`config.mk`:
```
export PLATFORM = sky130hd
export DESIGN_NAME = tei_div
export DESIGN_NICKNAME = d
export VERILOG_FILES = /design/src/rtl/tei_div.sv
export SDC_FILE = /design/constraint.sdc
export NUM_CORES = 1
export LEC_CHECK = 0
export ABC_AREA = 1
export BUFFER_PORTS_ARGS = -buffer_cell sky130_fd_sc_hd__buf_4
export CORE_MARGIN = 5
export CORE_UTILIZATION = 40
export CTS_CLUSTER_DIAMETER = 80
export DETAILED_ROUTE_END_ITERATION = 10
export PLACE_DENSITY = 0.64
export SETUP_SLACK_MARGIN = 0.2
export SYNTH_ARGS = -nofsm -noshare
export SYNTH_HDL_FRONTEND = slang
export SYNTH_SLANG_ARGS = --single-unit
export TNS_END_PERCENT = 30
```
`constraint.sdc`:
```
create_clock -name clk_i -period 2.05 [get_ports clk_i]
set_input_delay 0.615 -clock clk_i [delete_from_list [all_inputs] [get_ports clk_i]]
set_output_delay 0.615 -clock clk_i [all_outputs]
set_load 0.005 [all_outputs]
```
`src/rtl/tei_div.sv`:
```
module tei_div #(
  parameter int DW  = 16,
  parameter int DVW = 16,
  parameter int QW  = 16,
  parameter int SW  = 1
) (
  input  logic           clk_i,
  input  logic           rst_ni,
  input  logic           en_i,
  input  logic           valid_i,
  input  logic [DW-1:0]  dividend_i,
  input  logic [DVW-1:0] divisor_i,
  input  logic [SW-1:0]  side_i,
  output logic           valid_o,
  output logic [QW-1:0]  quot_o,
  output logic [DVW-1:0] rem_o,
  output logic [SW-1:0]  side_o
);

  // One quotient bit per stage; the dividend's top bits must lie below the divisor.
  logic [QW-1:0]  valid_q;
  logic [DVW-1:0] rem_q  [QW];
  logic [DVW-1:0] dsr_q  [QW];
  logic [QW-1:0]  low_q  [QW];
  logic [QW-1:0]  quot_q [QW];
  logic [SW-1:0]  side_q [QW];

  for (genvar k = 0; k < QW; k++) begin : g_stage
    logic           v_in;
    logic [DVW-1:0] rem_in;
    logic [DVW-1:0] dsr_in;
    logic [QW-1:0]  low_in;
    logic [QW-1:0]  quot_in;
    logic [SW-1:0]  side_in;
    logic [DVW:0]   trial;
    logic           ge;
    logic [DVW-1:0] rem_d;
    logic [QW-1:0]  quot_d;

    if (k == 0) begin : g_first
      assign v_in    = valid_i;
      assign rem_in  = DVW'(dividend_i >> QW);
      assign dsr_in  = divisor_i;
      assign low_in  = dividend_i[QW-1:0];
      assign quot_in = '0;
      assign side_in = side_i;
    end else begin : g_next
      assign v_in    = valid_q[k-1];
      assign rem_in  = rem_q[k-1];
      assign dsr_in  = dsr_q[k-1];
      assign low_in  = low_q[k-1];
      assign quot_in = quot_q[k-1];
      assign side_in = side_q[k-1];
    end

    always_comb begin
      trial  = {rem_in, low_in[QW-1-k]};
      ge     = trial >= {1'b0, dsr_in};
      rem_d  = ge ? DVW'(trial - {1'b0, dsr_in}) : DVW'(trial);
      quot_d = quot_in;
      quot_d[QW-1-k] = ge;
    end

    always_ff @(posedge clk_i or negedge rst_ni) begin
      if (!rst_ni) begin
        valid_q[k] <= 1'b0;
      end else if (en_i) begin
        valid_q[k] <= v_in;
      end
    end

    always_ff @(posedge clk_i) begin
      if (en_i) begin
        rem_q[k]  <= rem_d;
        dsr_q[k]  <= dsr_in;
        low_q[k]  <= low_in;
        quot_q[k] <= quot_d;
        side_q[k] <= side_in;
      end
    end
  end

  assign valid_o = valid_q[QW-1];
  assign quot_o  = quot_q[QW-1];
  assign rem_o   = rem_q[QW-1];
  assign side_o  = side_q[QW-1];

endmodule

```
==> results of run 1 <==
## final timing paths
kind / slack [ns] / end / startpoint
max: -0.17 / rem_q[1][72] / rem_q[1][50]
min: 0.12 / side_q[0][0] / side_i
max reg2reg: -0.17 / rem_q[1][72] / rem_q[1][50]
min reg2reg: 0.41 / quot_q[6][23] / quot_q[6][7]
max in group asynchronous: 1.52 / g_stage[9].v_in / rst_ni
min in group asynchronous: 0.35 / g_stage[12].v_in / rst_ni
## flip-flops by register name, summed over array words and instances, names as in the netlist
register      cells
rem_q           256
dsr_q           240
quot_q          136
low_q           120
side_q           16
g_stage.v_in     15
valid_o           1
## where the power goes
group / internal, mW / switching (mW) / leakage (nW)
logic: 23.7 / 27.3 / 21.5
registers: 22.2 / 2.81 / 7.72
clock network: 9.39 / 6.74 / 1.45
## repair_timing
item / in CTS / in global routing
setup buffers: 188 / 187
hold buffers: 1 / 0
hold endpoints to repair: 16 / 0
gates resized for setup: 727 / 722
cloned: 17 / 8
setup endpoints to repair: 264 / 269
pin swaps: 234 / 294
## kinds of logic after synthesis
kind of cell,count (synthesis)
AO/OA/AOI/OAI,192
flip-flops,784
XOR/XNOR,93
buffers and inverters,1033
AND/OR/NAND/NOR,2677
adder cells (fa/ha/maj),257
## area by class of cell
class / count / share of cell area
clock buffers: 108 / 0.0369
clock inverters: 59 / 0.00877
inverters: 976 / 0.0570
multi-input cells: 3234 / 0.350
flip-flops and latches: 784 / 0.362
well taps: 1476 / 0.0285
repair buffers: 1207 / 0.156
## Yosys cell counts (7+ instances only)
cell type and n:
o21bai_1 11, o21a_1 10, nand2_1 1870, nor2_2 7, a31oi_1 7, nand4_1 62, nand2_4 10, and2_1 10
a21oi_1 141, buf_4 7, xnor2_1 22, o21ai_0 20, inv_1 970, dfrtp_1 16, nand3_2 8, nand3b_1 44
nand2_2 20, fa_1 15, buf_2 21, nor3_1 47, or2_2 13, nor2_4 10, buf_6 17, xor2_1 71
nor2_1 195, ha_1 242, nand3_1 368, edfxtp_1 768
## metrics by stage
step,power [mW],worst slack (ns),TNS [ns],std cells,hold slack (ns)
2_1_floorplan,44.4,0.166,0,5036,0.319
3_3_place_gp,58.8,-0.227,-22.48,7276,0.401
3_5_place_dp,59.1,-0.252,-26.91,7276,0.405
4_1_cts,83.6,-0.0378,-0.511,7649,0.0685
5_1_grt,97.4,-0.217,-18.08,7844,0.0822
6_report,92.0,-0.174,-6.12,7844,0.118
## worst max-delay path, stage by stage, from the launching register on
cell and delay (ns):
edfxtp_1 0.47, ha_4 0.28, buf_6 0.12, buf_6 0.12, nand2_2 0.07, nand2_2 0.08, o21bai_4 0.21, nand2_1 0.16
nand3_1 0.14, nand2_1 0.08, nand2_1 0.10, nand2_2 0.09, nand2_2 0.05
## per-layer routing
layer,up-vias,share of wire,global-route usage
met1,18300,0.42,0.271
met3,394,0.055,0.0303
met5,-,0,0
li1,18700,-,-
met4,0,0.043,0.0752
met2,1349,0.49,0.354
==> flow_metrics.py, run 1 <==
metrics = {
    "clocking": {
        "clkSinkCount": 784,
        "cts_tree": "done",
        "numCtsBuffers": 90,
        "cts-root-buf": "clkbuf_16",
        "clk_latency_ns": 0.69,
        "path_clk_slew_ns": 0.06,
        "clk_path_buf_depth": 3,
        "htreeDepth": 3,
    },
    "synthesis": {
        "synth_edf_count": 768,
        "synthDistinctLibCells": 44,
        "yosysSeqAreaShare": 0.533,
        "postSynthCellCount": 5036,
        "synth_area_sq_mm": 0.0440,
        "yosys.area_share.simple": 0.256,
        "synth-seq-cells": 784,
        "synth_compound_area_frac": 0.0234,
        "synthTopCellsByArea": "edfxtp_1 52%, nand2_1 16%, inv_1 8.3%",
        "synthFlopType": "edfxtp_1",
        "synth_adder_area_share": 0.0756,
        "yosysWarnings": 0,
        "synth_top_family_by_area": "simple AND/OR/NAND/NOR gates",
        "yosysTopAreaCell": "edfxtp_1",
        "synth_xor_area_frac": 0.0185,
        "avgSynthCellArea_sq_um": 8.75,
        "syn-num-nets": 5330,
        "synth_mux_area_frac": 0,
        "synthArstFlopShare": 0.0204,
        "synth.top_cell.area_share": 0.524,
    },
    "hold_path": {
        "hp-class": "in -> reg",
        "whs_path_depth": 1,
    },
    "sta": {
        "slew_headroom": 0.726,
        "finClkSkew_ns": 0.0487,
        "rsz0062_at_grt": "yes",
        "finalSetupViolations": 108,
        "worst_slack_ns": -0.174,
        "fmaxAchievable_mhz": 450,
        "post-route-period-util": 1.08,
        "period_needed_ns": 2.22,
        "tightest_slew_ns": 0.411,
        "hold_viol": 0,
        "maxSlewViolCount": 0,
    },
    "grt": {
        "grt_max_degree": 72,
        "grt_overflow": 0,
        "grt_pass1_wl_um": 195000,
        "first_global_vias": 36900,
        "antenna_found_initial": 1,
        "grt_usage": 0.208,
    },
    "worst_setup_path": {
        "reg2reg_depth": 12,
        "worstSetupEndpointType": "register",
        "path_class": "reg -> reg",
        "path_max_fanout": 3,
        "cp.required_ns": 2.48,
        "crit_path_start_kind": "register",
        "crit_arrival_ns": 2.66,
    },
    "drt": {
        "vias_per_cell": 4.93,
        "vias": 38700,
        "first_pass_iters": 8,
        "drt-total-wl_um": 134000,
        "wl_per_cell_um": 17.1,
        "drc_errors": 0,
        "detail-route-antenna-nets": 0,
        "drt_iter0_markers": 3092,
    },
    "flow_run": {
        "drv_cap": 0,
    },
    "floorplan": {
        "num_rows": 121,
        "core_area_sq_mm": 0.109,
        "ios": 71,
        "initial_core_util": 0.404,
        "dieHeight_um": 342,
        "chipWidth_um": 342,
        "die-area_sq_mm": 0.117,
    },
    "layout": {
        "utilization": 0.594,
        "layout_commonest_cell": "nand2_1",
        "layout_common_cells": "1391 x nand2_1, 1069 x buf_4, 786 x inv_1",
        "regArea_sq_mm": 0.0235,
        "multi_input_area_sq_mm": 0.0227,
        "drive_above_1_share": 0.407,
        "final_area_sq_mm": 0.0648,
        "areaGrowthSynthToFinish_pct": 47.1,
        "antenna_cells": 0,
        "num-fill-cells": 8625,
        "layout.nets": 6587,
    },
    "run_status": {
        "violations": "negative setup slack",
        "run_status": "complete, but fails checks",
    },
    "power_and_ir_drop": {
        "p_leak_nw": 30.7,
        "ir_worst_vdd_v": 0.000778,
        "powerDensity_mw_per_mm2": 1420,
    },
    "place": {
        "gp_congestion": 0.903,
        "placed_cell_area_sq_mm": 0.0523,
        "numPortBuffers": 70,
        "dp_hpwl_um": 88100,
    },
}
(Power assumes the default switching activity.)
==> inputs of run 2 (changes only) <==
--- a/config.mk
+++ b/config.mk
@@ -11,6 +11,7 @@
 export CORE_UTILIZATION = 40
 export CTS_CLUSTER_DIAMETER = 80
 export DETAILED_ROUTE_END_ITERATION = 10
+export MAX_ROUTING_LAYER = met4
 export PLACE_DENSITY = 0.64
 export SETUP_SLACK_MARGIN = 0.2
 export SYNTH_ARGS = -nofsm -noshare
==> run 2 against run 1 <==
Effect of this change: critical path depth grew 1; the run still ends with negative setup slack left; fmax increased by 4.1%; clock skew fell by 0.00078 ns; highest routed layer unchanged; worst setup slack better by 0.088 ns; critical endpoint is now rem_q[0][40]; sequential share of layout area is 0.33 points higher; first-iteration DRC count decreased by 12%; hold slack lost 0.020 ns.
==> flow_metrics.py, run 2 (synthesized netlist as in run 1, its figures left out) <==
metrics = {
    "floorplan": {
        "ios": 71,
        "core_area_sq_mm": 0.109,
        "die-area_sq_mm": 0.117,
        "dieHeight_um": 342,
        "chipWidth_um": 342,
        "initial_core_util": 0.404,
        "num_rows": 121,
    },
    "drt": {
        "drt_iter0_markers": 2735,
        "vias": 37500,
        "vias_per_cell": 4.80,
        "wl_per_cell_um": 16.3,
        "drt-total-wl_um": 128000,
        "drc_errors": 0,
        "detail-route-antenna-nets": 0,
        "first_pass_iters": 8,
    },
    "sta": {
        "hold_viol": 0,
        "slew_headroom": 0.682,
        "finalSetupViolations": 109,
        "worst_slack_ns": -0.0856,
        "period_needed_ns": 2.14,
        "post-route-period-util": 1.04,
        "tightest_slew_ns": 0.478,
        "maxSlewViolCount": 0,
        "rsz0062_at_grt": "yes",
        "whs_ns": 0.0981,
        "finClkSkew_ns": 0.0479,
        "setup_tns_ns": -3.43,
        "fmaxAchievable_mhz": 468,
    },
    "grt": {
        "first_global_vias": 36200,
        "antenna_found_initial": 1,
        "grt_max_degree": 90,
        "grt_pass1_wl_um": 193000,
        "grt_usage": 0.212,
        "grt_overflow": 0,
    },
    "clocking": {
        "cts_tree": "done",
        "clk_path_buf_depth": 3,
        "cts-root-buf": "clkbuf_16",
        "clkSinkCount": 784,
        "htreeDepth": 3,
        "clk_latency_ns": 0.70,
        "numCtsBuffers": 90,
        "path_clk_slew_ns": 0.06,
    },
    "worst_setup_path": {
        "worstSetupEndpointType": "register",
        "path_class": "reg -> reg",
        "cp.required_ns": 2.50,
        "r2r-start": "rem_q[0][26]",
        "cp-startpoint": "rem_q[0][26]",
        "path_max_fanout": 5,
        "reg2reg_slack_ns": -0.09,
        "crit_path_start_kind": "register",
        "crit_arrival_ns": 2.58,
    },
    "layout": {
        "areaGrowthSynthToFinish_pct": 45.8,
        "layout.nets": 6553,
        "drive_above_1_share": 0.390,
        "layout_common_cells": "1468 x nand2_1, 1060 x buf_4, 781 x inv_1",
        "antenna_cells": 0,
        "largest_reg_flops": 256,
        "layout_commonest_cell": "nand2_1",
        "largest_register": "rem_q",
        "utilization": 0.588,
        "reg.largest.list": "rem_q (256), dsr_q (240), quot_q (136)",
        "final_cells": 7806,
    },
    "power_and_ir_drop": {
        "swShare": 0.389,
        "power_switching_mw": 35.2,
        "seqPwrFrac": 0.276,
        "clkPwrFrac": 0.187,
        "p_leak_nw": 30.4,
        "power_frac_comb": 0.537,
        "p_int_mw": 55.4,
        "ir_worst_vdd_v": 0.000793,
        "powerDensity_mw_per_mm2": 1410,
    },
    "run_status": {
        "violations": "negative setup slack",
        "run_status": "complete, but fails checks",
    },
    "place": {
        "numPortBuffers": 70,
        "gp_congestion": 0.939,
        "place_inst": 7273,
        "dp_hpwl_um": 87800,
    },
    "flow_run": {
        "drv_cap": 0,
    },
    "hold_path": {
        "min_from": "dividend_i[10]",
        "hp-class": "in -> reg",
    },
}
[run 2: final timing paths]
kind,to,cells past startpoint
max,rem_q[0][40],13
min in group asynchronous,valid_o,2
max reg2reg,rem_q[0][40],13
min,low_q[0][10],1
min reg2reg,low_q[4][9],0
max in group asynchronous,g_stage[7].v_in,2
[run 2: power by group through the flow]
stage | Combinational [mW] | Clock (mW) | Sequential [mW]
after floorplan | 20.9 | 0 | 23.5
after global routing | 53.0 | 18.1 | 25.3
after global placement | 34.5 | 0 | 24.5
after CTS | 41.6 | 17.4 | 24.8
after detailed placement | 34.8 | 0 | 24.5
final | 48.6 | 16.9 | 25.0
[run 2: per-layer routing]
metal,global-route usage,wire length [um],vias to the layer above
met5,-,0,-
met4,0.0775,5180,0
met3,0.0240,6010,325
met2,0.346,61000,998
met1,0.275,55400,17600
li1,-,-,18600
[run 2: worst max-delay path, cell delays in order (launching register included)]
cell	delay [ns]
edfxtp_1	0.46
ha_4	0.35
nand2_4	0.06
inv_2	0.04
nand2_2	0.07
nor2_4	0.11
nand2_1	0.06
nor2_2	0.09
nor2_2	0.06
nand2_4	0.08
clkinvlp_4	0.18
buf_12	0.20
nand2_1	0.06
nand2_1	0.07
[run 2: area by class of cell]
cell class | instances | area, sq um
fillers | 8863 | 44900
multi-input cells | 3233 | 22200
clock buffers | 103 | 2300
well taps | 1476 | 1850
inverters | 976 | 3700
repair buffers | 1173 | 9830
clock inverters | 60 | 843
repair inverters | 1 | 7.51
flip-flops and latches | 784 | 23500
[run 2: timing repair]
item / in CTS / in global routing
pin swaps: 245 / 250
gates resized for setup: 651 / 647
endpoints found under the setup margin: 259 / 263
buffers inserted: 193 / 150
hold buffers: 1 / 0
cloned: 17 / 9
endpoints found under the hold margin: 16 / 0
[run 2: through the flow]
| step | total power, mW | cell area, sq um | setup WS (ns) |
|---|---|---|---|
| 2_1_floorplan | 44.4 | 44400 | 0.166 |
| 3_3_place_gp | 59.0 | 52300 | -0.266 |
| 3_5_place_dp | 59.3 | 52300 | -0.299 |
| 4_1_cts | 83.7 | 60500 | -0.0223 |
| 5_1_grt | 96.4 | 64200 | -0.182 |
| 6_report | 90.6 | 64200 | -0.0856 |
